### src/rtl/fdap_pkg.sv
// shared widths, register codes and types for the fractional delay allpass
// no dependencies
package fdap_pkg;

  localparam int LINE_DEPTH_DEF = 4096;
  localparam int FRAC_BITS_DEF  = 8;

  localparam int SAMPLE_W   = 24;
  localparam int OFFSET_W   = 22;
  localparam int BASE_W     = 20;
  localparam int GAIN_W     = 16;
  localparam int LINE_W     = 32;
  localparam int CFG_IDX_W  = 2;
  localparam int CFG_DATA_W = 20;

  localparam int GAIN_SHIFT = 15;
  localparam logic signed [GAIN_W-1:0] GAIN_MAX = 16'sd32440;
  localparam logic signed [GAIN_W-1:0] GAIN_MIN = -16'sd32440;

  localparam logic [CFG_IDX_W-1:0] CFG_BASE_DELAY    = 2'd0;
  localparam logic [CFG_IDX_W-1:0] CFG_FEEDBACK_GAIN = 2'd1;

  typedef struct packed {
    logic [BASE_W-1:0]        base_delay;
    logic signed [GAIN_W-1:0] gain;
  } fdap_cfg_t;

  typedef struct packed {
    logic en;
    logic we;
  } fdap_mem_cmd_t;

endpackage

### src/rtl/fdap_cfg.sv
// configuration registers: base delay and allpass coefficient, clamped on write
// depends on fdap_pkg
module fdap_cfg #(
  parameter int LINE_DEPTH = fdap_pkg::LINE_DEPTH_DEF,
  parameter int FRAC_BITS  = fdap_pkg::FRAC_BITS_DEF
) (
  input  logic                              clk,
  input  logic                              rst_n,
  input  logic                              cfg_valid,
  output logic                              cfg_ready,
  input  logic [fdap_pkg::CFG_IDX_W-1:0]    cfg_index,
  input  logic [fdap_pkg::CFG_DATA_W-1:0]   cfg_data,
  output fdap_pkg::fdap_cfg_t               cfg
);
  import fdap_pkg::*;

  localparam int AW    = $clog2(LINE_DEPTH);
  localparam int CMP_W = (AW + FRAC_BITS + 1 > BASE_W + 1) ? AW + FRAC_BITS + 1 : BASE_W + 1;
  localparam logic [CMP_W-1:0] BASE_LO = CMP_W'(longint'(1) << FRAC_BITS);
  localparam logic [CMP_W-1:0] BASE_HI = CMP_W'(longint'(LINE_DEPTH - 4) << FRAC_BITS);

  logic [BASE_W-1:0]        base_r;
  logic signed [GAIN_W-1:0] gain_r;
  logic [CMP_W-1:0]         data_ext;
  logic [CMP_W-1:0]         base_c;
  logic signed [GAIN_W-1:0] gain_in;
  logic signed [GAIN_W-1:0] gain_c;

  assign cfg_ready = 1'b1;
  assign data_ext  = CMP_W'(cfg_data[BASE_W-1:0]);
  assign gain_in   = $signed(cfg_data[GAIN_W-1:0]);

  always_comb begin
    if (data_ext < BASE_LO) begin
      base_c = BASE_LO;
    end else if (data_ext > BASE_HI) begin
      base_c = BASE_HI;
    end else begin
      base_c = data_ext;
    end
    if (gain_in > GAIN_MAX) begin
      gain_c = GAIN_MAX;
    end else if (gain_in < GAIN_MIN) begin
      gain_c = GAIN_MIN;
    end else begin
      gain_c = gain_in;
    end
  end

  always_ff @(posedge clk) begin
    if (!rst_n) begin
      base_r <= BASE_W'(longint'(1) << FRAC_BITS);
      gain_r <= '0;
    end else if (cfg_valid && cfg_ready) begin
      case (cfg_index)
        CFG_BASE_DELAY:    base_r <= base_c[BASE_W-1:0];
        CFG_FEEDBACK_GAIN: gain_r <= gain_c;
        default: ;
      endcase
    end
  end

  assign cfg.base_delay = base_r;
  assign cfg.gain       = gain_r;

endmodule

### config.mk
export PLATFORM = sky130hd
export DESIGN_NAME = fdap_cfg
export DESIGN_NICKNAME = d
export VERILOG_FILES = /design/src/rtl/fdap_pkg.sv /design/src/rtl/fdap_cfg.sv
export SDC_FILE = /design/constraint.sdc
export NUM_CORES = 1
export LEC_CHECK = 0
export ABC_CLOCK_PERIOD_IN_PS = 1600
export BUFFER_PORTS_ARGS = -buffer_cell sky130_fd_sc_hd__buf_2
export CAP_MARGIN = 10
export CORE_ASPECT_RATIO = 1.1
export CORE_UTILIZATION = 43
export CTS_CLUSTER_DIAMETER = 120
export DETAILED_ROUTE_END_ITERATION = 10
export HOLD_SLACK_MARGIN = 0.05
export PLACE_DENSITY_LB_ADDON = 0.08
export SLEW_MARGIN = 25
export SYNTH_ARGS = -nofsm -noshare
export SYNTH_HDL_FRONTEND = slang
export SYNTH_SLANG_ARGS = --single-unit
export TNS_END_PERCENT = 10
### constraint.sdc
create_clock -name clk -period 1.6 [get_ports clk]
set_input_delay 0.16 -clock clk [delete_from_list [all_inputs] [get_ports clk]]
set_output_delay 0.16 -clock clk [all_outputs]
set_load 0.02 [all_outputs]
==> impl_metrics.py <==
metrics = {
    "outcome": {
        "run_status": "complete, no violations",
    },
    "setup_path": {
        "reg2reg_depth": 2,
        "path_cells": "buf_2, nor4_1, o211ai_1, nand2_1, ha_1, o21ai_0, nor2_1, a32o_1",
        "rrSetupSlack_ns": 0.93,
        "endpoint_kind": "flip-flop",
        "arrival_ns": 1.67,
        "crit_type": "in -> reg",
        "reg2reg_from": "gain_r[4]$_SDFFE_PN0P_",
        "path_buf_inv": 1,
        "crit_family": "compound AO/OA/AOI/OAI gates",
        "cpPeakStageDelay_ns": 0.37,
        "cp_max_fo": 7,
        "crit_slowest_cell": "nor4_1",
        "reg2reg_to": "gain_r[4]$_SDFFE_PN0P_",
        "required_ns": 1.83,
        "cp-start-kind": "input port",
    },
    "global_route": {
        "overflow": 0,
        "antenna_found_initial": 0,
        "grt_pass1_wl_mm": 6.76,
        "grt_pass1_vias": 1506,
        "grt_max_degree": 27,
        "grt_usage_pct": 22.5,
    },
    "route": {
        "dr.pass1.iters": 4,
        "antenna_left": 0,
        "drc_errors": 0,
        "wirelength_mm": 4.00,
        "drt-wirelength-per-cell_um": 13.2,
        "drtIter0Drc": 140,
        "viasPerCell": 5.33,
        "vias": 1620,
    },
    "sta": {
        "layout_setup_ws_ns": 0.159,
        "fmax_mhz": 694,
        "finalSetupTns_ns": 0,
        "hold_violations": 0,
        "skew_ns": 0,
        "slew_headroom_pct": 63.0,
        "worst_pin_slew_ns": 0.553,
        "slew_violations": 0,
        "period_needed_ns": 1.44,
        "period_share_pct": 90.1,
        "setup_viol": 0,
        "rsz0062_at_grt": "false",
    },
    "cells_and_area": {
        "seqCellArea_um2": 721,
        "multiInputGateArea_um2": 796,
        "final_cell_mix": "buf_2, dfxtp_1, nand2_1",
        "syn2layout_area_growth_pct": 31.3,
        "drive_gt1_share_pct": 34.4,
        "stdcell_count": 304,
        "final_common_cell": "buf_2",
        "diodes": 0,
        "fill_cells": 357,
        "nNetsFinal": 281,
    },
    "cts": {
        "cts_buffer_depth": 2,
        "post-cts-setup-buffers": 0,
        "worstSkewPairLatency_ns": 0.33,
        "htree_levels": 2,
        "clkTransAtPathRegs_ns": 0.10,
        "cts_inserted_buffers": 5,
        "cts-root-buf": "clkbuf_4",
        "cts_tree": "built",
        "clock-sinks": 36,
    },
    "hold_path": {
        "hold_end": "base_r[18]$_SDFFE_PN0P_",
        "hp-start": "cfg_data[18]",
        "min_path_cells": 3,
        "hp-class": "in -> reg",
    },
    "logic_synthesis": {
        "synth.area.top_cells": "dfxtp_1, o21ai_0, nand2_1",
        "yosysWarnings": 0,
        "yosysUniqueCellTypes": 32,
        "synth_top_cell_area_share_pct": 45.4,
        "synth_seq_area_share_pct": 45.4,
        "synth_cells": 184,
        "ys_ff_latch": 36,
        "synth_top_area_cell": "dfxtp_1",
        "syn_area_um2": 1590,
        "syn-num-nets": 210,
        "syn_area_per_cell_um2": 8.64,
    },
    "pwr": {
        "intPower_mw": 1.27,
        "p_leak_nw": 0.928,
        "clockPowerShare_pct": 28.4,
        "pwr-share-comb_pct": 17.1,
        "power.net_switching_mw": 0.465,
        "seqPwrFrac_pct": 54.5,
        "p_total_mw": 1.73,
        "ir_drop_mv": 0.533,
        "p_sw_share_pct": 26.8,
        "p_per_area_nw_per_um2": 831,
    },
    "run": {
        "cap_violations": 0,
    },
    "floorplan": {
        "io_pins": 62,
        "die_area_um2": 3940,
        "die_width_um": 60.0,
        "start_util_pct": 46.2,
        "die_height_um": 65.8,
        "core_um2": 3440,
        "row_count": 22,
    },
    "place": {
        "dp_hpwl_mm": 3.05,
        "portBuffers": 60,
        "place_congestion": 0.823,
        "pre_cts_ws_ns": -0.217,
        "dp.cells": 296,
    },
}
[what timing repair did]
| item | in CTS | in global routing |
|---|---|---|
| hold buffers | 0 | 0 |
| endpoints found under the setup margin | 0 | 6 |
| resized for setup | 0 | 1 |
[how the worst max path moves through the flow]
stage,from,end,slack (ns),cells after the start
2_1_floorplan,cfg_data[9],gain_r[3]$_SDFFE_PN0P_,0.09,7
5_1_grt,cfg_data[7],gain_r[6]$_SDFFE_PN0P_,0.04,8
4_1_cts,cfg_data[9],gain_r[9]$_SDFFE_PN0P_,0.11,8
3_3_place_gp,cfg_data[9],gain_r[6]$_SDFFE_PN0P_,-0.17,8
3_5_place_dp,cfg_data[9],gain_r[9]$_SDFFE_PN0P_,-0.22,8
6_report,cfg_data[7],gain_r[6]$_SDFFE_PN0P_,0.16,8
[cell families after synthesis]
logic type / Yosys count / share of synthesized area (%)
AOI/OAI and AO/OA: 54 / 22.1
adders and majority gates: 1 / 0.787
buffers and inverters: 15 / 4.96
DFF: 36 / 45.4
other: 1 / 0.236
and+or+nand+nor: 77 / 26.5
[power by group through the flow]
stage	sequential [mW]	combinational, mW	clock [mW]
3_5_place_dp	0.967	0.294	0
3_3_place_gp	0.965	0.290	0
5_1_grt	0.951	0.327	0.541
4_1_cts	0.947	0.296	0.510
6_report	0.946	0.296	0.492
2_1_floorplan	1.01	0.112	0
[worst reg2reg max path, cell delays in order (launching register included)]
cell and delay (ns):
dfxtp_1 0.32, o21ai_0 0.18, a31oi_1 0.06
[cell usage after synthesis (all sizes together)]
library cell and n:
a211oi 1, a21boi 11, a21oi 1, a2bb2oi 1, a31oi 10, a32o 6, and3b 1, and4 3
and4b 3, buf 3, clkbuf 11, conb 1, dfxtp 36, ha 1, inv 1, nand2 29
nand2b 9, nand3 12, nand3b 1, nand4 3, nor2 5, nor3 1, nor3b 2, nor4 4
nor4b 1, o211ai 2, o21ai 22, or3 1, or3b 1, or4 1
[state kept, by name, summed over array words and instances (netlist names)]
register  cells
base_r       20
gain_r       16
[area by class of cell]
| cell class | instances | area share [%] |
|---|---|---|
| timing repair buffer | 78 | 21.5 |
| sequential | 36 | 34.5 |
| inverter | 1 | 0.180 |
| multi-input combinational | 133 | 38.1 |
| clock buffer | 8 | 2.82 |
| tap | 48 | 2.88 |
[layer usage]
metal / track usage, % / wire length (um) / part of all wire, % / up-vias
met3: 3.94 / 221 / 5.5 / 4
met5: 0 / 0 / 0 / -
met4: 8.43 / 36 / 0.90 / 0
met2: 36.1 / 1880 / 47 / 59
li1: - / - / - / 808
met1: 29.8 / 1860 / 46 / 749
[metrics by stage]
stage               area, um^2  hold slack, ns  utilization, %
finish                    2090          0.0955            60.7
global route              2090          0.0962            60.7
CTS                       2080          0.0848            60.5
detailed placement        2020           0.438            58.8
global placement          2020           0.430            58.8
floorplan                 1590           0.300               -
No activity file was read; power rests on OpenSTA's default activity.
