$ cat config.mk
export PLATFORM = sky130hd
export DESIGN_NAME = fdap_core
export DESIGN_NICKNAME = d
export VERILOG_FILES = /design/src/rtl/fdap_pkg.sv /design/src/rtl/fdap_core.sv
export SDC_FILE = /design/constraint.sdc
export NUM_CORES = 2
export LEC_CHECK = 0
export BUFFER_PORTS_ARGS = -buffer_cell sky130_fd_sc_hd__buf_2
export CORE_AREA = 2 2 356 358
export CTS_CLUSTER_SIZE = 28
export DETAILED_ROUTE_END_ITERATION = 10
export DIE_AREA = 0 0 358 360
export HOLD_SLACK_MARGIN = 0.12
export PLACE_DENSITY = 0.66
export RECOVER_POWER = 100
export SKIP_LAST_GASP = 1
export SYNTH_ARGS = -nofsm -noshare
export SYNTH_HDL_FRONTEND = slang
export SYNTH_SLANG_ARGS = --single-unit
export TNS_END_PERCENT = 20
$ cat constraint.sdc
create_clock -name clk -period 10.65 [get_ports clk]
set_input_delay 2.13 -clock clk [delete_from_list [all_inputs] [get_ports clk]]
set_output_delay 2.13 -clock clk [all_outputs]
set_load 0.02 [all_outputs]
$ cat src/rtl/fdap_pkg.sv
// shared widths, register codes and types for the fractional delay allpass
// no dependencies
package fdap_pkg;

  localparam int LINE_DEPTH_DEF = 4096;
  localparam int FRAC_BITS_DEF  = 8;

  localparam int SAMPLE_W   = 24;
  localparam int OFFSET_W   = 22;
  localparam int BASE_W     = 20;
  localparam int GAIN_W     = 16;
  localparam int LINE_W     = 32;
  localparam int CFG_IDX_W  = 2;
  localparam int CFG_DATA_W = 20;

  localparam int GAIN_SHIFT = 15;
  localparam logic signed [GAIN_W-1:0] GAIN_MAX = 16'sd32440;
  localparam logic signed [GAIN_W-1:0] GAIN_MIN = -16'sd32440;

  localparam logic [CFG_IDX_W-1:0] CFG_BASE_DELAY    = 2'd0;
  localparam logic [CFG_IDX_W-1:0] CFG_FEEDBACK_GAIN = 2'd1;

  typedef struct packed {
    logic [BASE_W-1:0]        base_delay;
    logic signed [GAIN_W-1:0] gain;
  } fdap_cfg_t;

  typedef struct packed {
    logic en;
    logic we;
  } fdap_mem_cmd_t;

endpackage

$ cat src/rtl/fdap_core.sv
// sequencer and arithmetic: delay clamp, tap addressing, interpolation,
// allpass products and saturation; drives the line memory; depends on fdap_pkg
module fdap_core #(
  parameter int LINE_DEPTH = fdap_pkg::LINE_DEPTH_DEF,
  parameter int FRAC_BITS  = fdap_pkg::FRAC_BITS_DEF,
  parameter int ADDR_W     = $clog2(LINE_DEPTH)
) (
  input  logic                                clk,
  input  logic                                rst_n,
  input  logic                                in_valid,
  output logic                                in_ready,
  input  logic signed [fdap_pkg::SAMPLE_W-1:0] in_sample_in,
  input  logic signed [fdap_pkg::OFFSET_W-1:0] in_delay_offset,
  output logic                                out_valid,
  input  logic                                out_ready,
  output logic signed [fdap_pkg::SAMPLE_W-1:0] out_sample_out,
  input  fdap_pkg::fdap_cfg_t                 cfg,
  output fdap_pkg::fdap_mem_cmd_t             mem_cmd,
  output logic [ADDR_W-1:0]                   mem_addr,
  output logic [fdap_pkg::LINE_W-1:0]         mem_wdata,
  input  logic [fdap_pkg::LINE_W-1:0]         mem_rdata
);
  import fdap_pkg::*;

  localparam int TOT_W  = (ADDR_W + FRAC_BITS + 2 > OFFSET_W + 1) ?
                          ADDR_W + FRAC_BITS + 2 : OFFSET_W + 1;
  localparam int PROD_W = FRAC_BITS + LINE_W + 2;
  localparam int MUL_W  = GAIN_W + LINE_W;

  localparam logic signed [TOT_W-1:0]  TOT_LO    = TOT_W'(longint'(1) << FRAC_BITS);
  localparam logic signed [TOT_W-1:0]  TOT_HI    = TOT_W'(longint'(LINE_DEPTH - 2) << FRAC_BITS);
  localparam logic signed [PROD_W-1:0] INT_HALF  = PROD_W'(longint'(1) << (FRAC_BITS - 1));
  localparam logic signed [MUL_W-1:0]  GAIN_HALF = MUL_W'(longint'(1) << (GAIN_SHIFT - 1));
  localparam logic [ADDR_W:0]          DEPTH_EXT = (ADDR_W + 1)'(LINE_DEPTH);

  localparam logic [3:0] ST_CLEAR = 4'd0;
  localparam logic [3:0] ST_IDLE  = 4'd1;
  localparam logic [3:0] ST_RD0   = 4'd2;
  localparam logic [3:0] ST_RD1   = 4'd3;
  localparam logic [3:0] ST_INTP  = 4'd4;
  localparam logic [3:0] ST_GMUL  = 4'd5;
  localparam logic [3:0] ST_VSUM  = 4'd6;
  localparam logic [3:0] ST_WRITE = 4'd7;
  localparam logic [3:0] ST_OUT   = 4'd8;

  logic [3:0]                 state_r, state_nxt;
  logic [ADDR_W-1:0]          clr_addr_r;
  logic [ADDR_W-1:0]          w_r;
  logic                       out_valid_r;
  logic signed [SAMPLE_W-1:0] out_data_r;

  logic signed [SAMPLE_W-1:0] x_r;
  logic [ADDR_W-1:0]          dint_r;
  logic [FRAC_BITS-1:0]       frac_r;
  logic signed [LINE_W-1:0]   t0_r;
  logic signed [PROD_W-1:0]   prod_r;
  logic signed [LINE_W-1:0]   delayed_r;
  logic signed [MUL_W-1:0]    gp_r;
  logic signed [LINE_W-1:0]   v_r;
  logic signed [MUL_W-1:0]    gv_r;

  logic signed [GAIN_W-1:0]   gain;
  logic signed [TOT_W-1:0]    base_ext, off_ext, tot_w, tot_c;
  logic [ADDR_W:0]            rd0_diff, rd1_diff;
  logic [ADDR_W-1:0]          rd0_addr, rd1_addr;
  logic                       w_last;
  logic                       accept;
  logic                       out_load;
  logic signed [LINE_W:0]     diff_c;
  logic signed [PROD_W-1:0]   prod_rnd;
  logic [LINE_W:0]            delayed_sum;
  logic signed [LINE_W-1:0]   delayed_c;
  logic signed [MUL_W-1:0]    gp_rnd, gv_rnd;
  logic [LINE_W+1:0]          v_w, y_w;
  logic signed [LINE_W-1:0]   v_sat;
  logic signed [SAMPLE_W-1:0] y_sat;

  assign gain     = cfg.gain;
  assign accept   = in_valid && in_ready;
  assign in_ready = (state_r == ST_IDLE);
  assign out_load = (state_r == ST_OUT) && (!out_valid_r || out_ready);

  // total delay, clamped to one sample .. depth minus two
  assign base_ext = {{(TOT_W - BASE_W){1'b0}}, cfg.base_delay};
  assign off_ext  = {{(TOT_W - OFFSET_W){in_delay_offset[OFFSET_W-1]}}, in_delay_offset};
  assign tot_w    = base_ext + off_ext;

  always_comb begin
    if (tot_w < TOT_LO) begin
      tot_c = TOT_LO;
    end else if (tot_w > TOT_HI) begin
      tot_c = TOT_HI;
    end else begin
      tot_c = tot_w;
    end
  end

  // tap addresses behind the write pointer, wrapped once
  assign rd0_diff = {1'b0, w_r} - {1'b0, dint_r};
  assign rd1_diff = {1'b0, w_r} - {1'b0, dint_r} - (ADDR_W + 1)'(1);
  assign rd0_addr = rd0_diff[ADDR_W] ? ADDR_W'(rd0_diff + DEPTH_EXT) : rd0_diff[ADDR_W-1:0];
  assign rd1_addr = rd1_diff[ADDR_W] ? ADDR_W'(rd1_diff + DEPTH_EXT) : rd1_diff[ADDR_W-1:0];
  assign w_last   = (w_r == ADDR_W'(LINE_DEPTH - 1));

  // interpolation between the two taps, round half up
  assign diff_c      = {mem_rdata[LINE_W-1], mem_rdata} - {t0_r[LINE_W-1], t0_r};
  assign prod_rnd    = (prod_r + INT_HALF) >>> FRAC_BITS;
  assign delayed_sum = {t0_r[LINE_W-1], t0_r} + prod_rnd[LINE_W:0];
  assign delayed_c   = delayed_sum[LINE_W-1:0];

  assign gp_rnd = (gp_r + GAIN_HALF) >>> GAIN_SHIFT;
  assign gv_rnd = (gv_r + GAIN_HALF) >>> GAIN_SHIFT;
  assign v_w    = {{(LINE_W + 2 - SAMPLE_W){x_r[SAMPLE_W-1]}}, x_r}
                + {gp_rnd[LINE_W], gp_rnd[LINE_W:0]};
  assign y_w    = {{2{delayed_r[LINE_W-1]}}, delayed_r}
                - {gv_rnd[LINE_W], gv_rnd[LINE_W:0]};

  always_comb begin
    if ((&v_w[LINE_W+1:LINE_W-1]) || !(|v_w[LINE_W+1:LINE_W-1])) begin
      v_sat = v_w[LINE_W-1:0];
    end else if (v_w[LINE_W+1]) begin
      v_sat = {1'b1, {(LINE_W-1){1'b0}}};
    end else begin
      v_sat = {1'b0, {(LINE_W-1){1'b1}}};
    end
    if ((&y_w[LINE_W+1:SAMPLE_W-1]) || !(|y_w[LINE_W+1:SAMPLE_W-1])) begin
      y_sat = y_w[SAMPLE_W-1:0];
    end else if (y_w[LINE_W+1]) begin
      y_sat = {1'b1, {(SAMPLE_W-1){1'b0}}};
    end else begin
      y_sat = {1'b0, {(SAMPLE_W-1){1'b1}}};
    end
  end

  // sequencer and memory port
  always_comb begin
    state_nxt = state_r;
    mem_cmd   = '0;
    mem_addr  = w_r;
    mem_wdata = v_r;
    case (state_r)
      ST_CLEAR: begin
        mem_cmd.en = 1'b1;
        mem_cmd.we = 1'b1;
        mem_addr   = clr_addr_r;
        mem_wdata  = '0;
        if (clr_addr_r == ADDR_W'(LINE_DEPTH - 1)) state_nxt = ST_IDLE;
      end
      ST_IDLE: begin
        if (in_valid) state_nxt = ST_RD0;
      end
      ST_RD0: begin
        mem_cmd.en = 1'b1;
        mem_addr   = rd0_addr;
        state_nxt  = ST_RD1;
      end
      ST_RD1: begin
        mem_cmd.en = 1'b1;
        mem_addr   = rd1_addr;
        state_nxt  = ST_INTP;
      end
      ST_INTP:  state_nxt = ST_GMUL;
      ST_GMUL:  state_nxt = ST_VSUM;
      ST_VSUM:  state_nxt = ST_WRITE;
      ST_WRITE: begin
        mem_cmd.en = 1'b1;
        mem_cmd.we = 1'b1;
        state_nxt  = ST_OUT;
      end
      ST_OUT: begin
        if (out_load) state_nxt = ST_IDLE;
      end
      default: state_nxt = ST_IDLE;
    endcase
  end

  always_ff @(posedge clk) begin
    if (!rst_n) begin
      state_r     <= ST_CLEAR;
      clr_addr_r  <= '0;
      w_r         <= '0;
      out_valid_r <= 1'b0;
    end else begin
      state_r <= state_nxt;
      if (state_r == ST_CLEAR) clr_addr_r <= clr_addr_r + ADDR_W'(1);
      if (state_r == ST_WRITE) w_r <= w_last ? '0 : w_r + ADDR_W'(1);
      if (out_load) begin
        out_valid_r <= 1'b1;
      end else if (out_ready) begin
        out_valid_r <= 1'b0;
      end
    end
  end

  always_ff @(posedge clk) begin
    if (accept) begin
      x_r    <= in_sample_in;
      dint_r <= tot_c[FRAC_BITS +: ADDR_W];
      frac_r <= tot_c[FRAC_BITS-1:0];
    end
    if (state_r == ST_RD1) t0_r <= mem_rdata;
    if (state_r == ST_INTP) prod_r <= $signed({1'b0, frac_r}) * diff_c;
    if (state_r == ST_GMUL) begin
      delayed_r <= delayed_c;
      gp_r      <= gain * delayed_c;
    end
    if (state_r == ST_VSUM) v_r <= v_sat;
    if (state_r == ST_WRITE) gv_r <= gain * v_r;
    if (out_load) out_data_r <= y_sat;
  end

  assign out_valid      = out_valid_r;
  assign out_sample_out = out_data_r;

endmodule

==> reports/metrics.csv <==
stage,metric,value,unit
status,status,"finished, violations left",
status,violations,"capacitance limit, slew limit",
cells_and_area,layout-drive-gt1-share,3.74,%
placed_design,io_buffer_count,189,
grt,grt_pass1_vias,49049,
die,dieArea,129000,sq um
critical_path,arrival,10370,ps
sta,postLayoutSetupSlackWorst,613,ps
yosys,postSynthAreaPerCell,9.23,sq um
placed_design,dp_hpwl,128000,um
grt,grt_usage,25.0,%
sta,hold_viol_final,0,
cells_and_area,final_util,52.9,%
sta,slew_viol_final,350,
cells_and_area,nFillCells,11498,
sta,setup_tns,0,ps
critical_path,critPathMaxStageDelay,890,ps
sta,finalClockSkew,24.4,ps
yosys,synth_cells,6729,
detailed_routing,postRouteAntennaNets,0,
placed_design,dpl_cell_area,65000,sq um
die,placeableCoreArea,125000,sq um
die,fp-row-count,130,
cells_and_area,nets,8582,
critical_path,worst_setup_path_end_kind,flip-flop,
grt,gr-total-overflow,0,
yosys,async_flop_share,0,%
grt,grt_pass1_wl,257000,um
critical_path,crit_top_cell,fa_1,
yosys,synthFlopType,edfxtp_1,
grt,grt_max_degree,67,
cells_and_area,synthToLayoutAreaGrowth,6.43,%
detailed_routing,via_per_inst,5.35,
detailed_routing,wl_per_cell,18.4,um
sta,period_minus_slack,10040,ps
critical_path,worstSetupPathType,reg -> reg,
pwr,leakagePower,31.1,nW
sta,rsz0062_at_grt,no,
cells_and_area,layout_common_cells,"1373 x inv_1, 1174 x fa_1, 894 x nand2_1",
placed_design,gp_congestion,0.888,
placed_design,dp_cells,8433,
die,start_util,49.7,%
sta,slew_headroom,-182,%
clock_tree,clkTransAtPathRegs,60,ps
pwr,p_per_area,202,nW/um^2
clock_tree,root_buffer,clkbuf_16,
sta,hold_slack,537,ps
sta,worstMarginPinSlew,4230,ps
critical_path,startpoint_type,flip-flop,
critical_path,cpMaxStageDelayCell,clkbuf_1,
sta,finalSetupViolations,0,
cells_and_area,final_common_cell,inv_1,
die,pin_count,190,
clock_tree,cts.sinks,294,
clock_tree,cts_setup_buffers,0,
yosys,synth_nets,8487,
detailed_routing,drtIter0Drc,2833,
critical_path,crit_fanout,17,
die,die_w,358,um
placed_design,pre_cts_ws,150,ps
pwr,power,13.4,mW
clock_tree,clk_latency,590,ps
cells_and_area,layout.cells.non_filler,8513,
yosys,ys_types,89,
clock_tree,htreeDepth,2,
detailed_routing,drc,0,
yosys,synth_edf_count,265,
pwr,ir_drop,0.227,mV
die,die_h,360,um
yosys,ys_ff_latch,294,
clock_tree,clock_path_buffers,3,
worst_hold_path,hold_class,reg -> reg,
clock_tree,cts_tree,done,
yosys,synth-seq-area-share,13.8,%
critical_path,required,10980,ps
sta,fmax,99.6,MHz
yosys,syn-cell-area,62100,sq um
detailed_routing,via_count,45559,
detailed_routing,firstDrtPassIters,5,
cells_and_area,fin_area,66100,sq um
job,drv_cap,9,
clock_tree,numCtsBuffers,39,
grt,antenna_found_initial,14,
yosys,yosysWarnings,0,
sta,fin_crit_sh,94.2,%
detailed_routing,wirelength,157000,um
final timing paths:
check	start	depth (start not counted)	slack [ps]	endpoint
max	prod_r[10]$_DFFE_PP_	41	610	gp_r[46]$_DFFE_PP_
min	clr_addr_r[6]$_SDFFE_PN0P_	2	540	clr_addr_r[6]$_SDFFE_PN0P_
max reg2reg	prod_r[10]$_DFFE_PP_	41	610	gp_r[46]$_DFFE_PP_
min reg2reg	clr_addr_r[6]$_SDFFE_PN0P_	2	540	clr_addr_r[6]$_SDFFE_PN0P_
repair_timing:
item	in CTS	in global routing
endpoints found under the setup margin	0	5
gates resized for setup	0	3
hold buffers	0	0
where the power goes:
part           total [mW]  internal, mW  switching, mW
registers            1.88          1.88        0.00143
logic                10.1          4.40           5.73
clock network        1.36         0.808          0.549
total                13.4          7.09           6.28
layout make-up:
type	count	area, sq um	area share (%)
tap	1650	2060	3.12
timing repair buffer	291	1520	2.30
sequential	294	8540	12.9
inverter	1374	5160	7.81
multi-input combinational	4824	47500	71.8
clock buffer	47	1020	1.54
clock inverter	21	277	0.418
antenna	12	30.0	0.0454
flip-flops by register name (all words and copies together) (netlist names):
signal          cells
gv_r               34
clr_addr_r         12
gp_r               34
t0_r               32
v_r                32
w_r                12
frac_r              8
dint_r             12
x_r                24
out_valid           1
state_r             4
prod_r             33
out_sample_out     24
delayed_r          32
layer usage:
metal / wire (um) / global-route usage [%]
met2: 76600 / 42.9
met4: 5600 / 8.32
met1: 64000 / 32.4
met3: 10400 / 3.66
met5: 0 / 0
critical path, delay by kind of cell, from the launching register on:
kind | cells | cell delay (ps)
buf+inv | 7 | 1330
flops | 1 | 430
xor+xnor | 3 | 340
compound gates | 14 | 2650
fa+ha+maj | 8 | 3680
simple gates | 9 | 1360
kinds of logic after synthesis:
group	count (synthesis)	synth area share, %
buffers and inverters	1611	9.80
multiplexers	14	0.236
XOR/XNOR	361	5.09
adder cells (fa/ha/maj)	1640	47.3
AND/OR/NAND/NOR	2089	16.4
flip-flops	294	13.8
AO/OA/AOI/OAI	720	7.50
cell usage after synthesis (29+ instances only):
cell	instances	area (sq um)
nand2b_1	69	432
edfxtp_1	265	7960
nor3_1	58	290
fa_1	1174	23500
o21ai_0	144	721
nor2_1	234	878
xor2_1	125	1090
nand3_1	79	395
nor2b_1	84	526
clkbuf_1	223	837
and2_1	523	3270
a21oi_1	213	1070
ha_1	466	5830
nand2_1	894	3360
o21a_1	44	330
o21bai_1	30	225
nand4_1	41	257
a21o_1	99	743
dfxtp_1	29	581
and3_1	37	231
xnor2_1	236	2070
inv_1	1373	5150
Note: power is estimated with default switching activity, not from simulation.
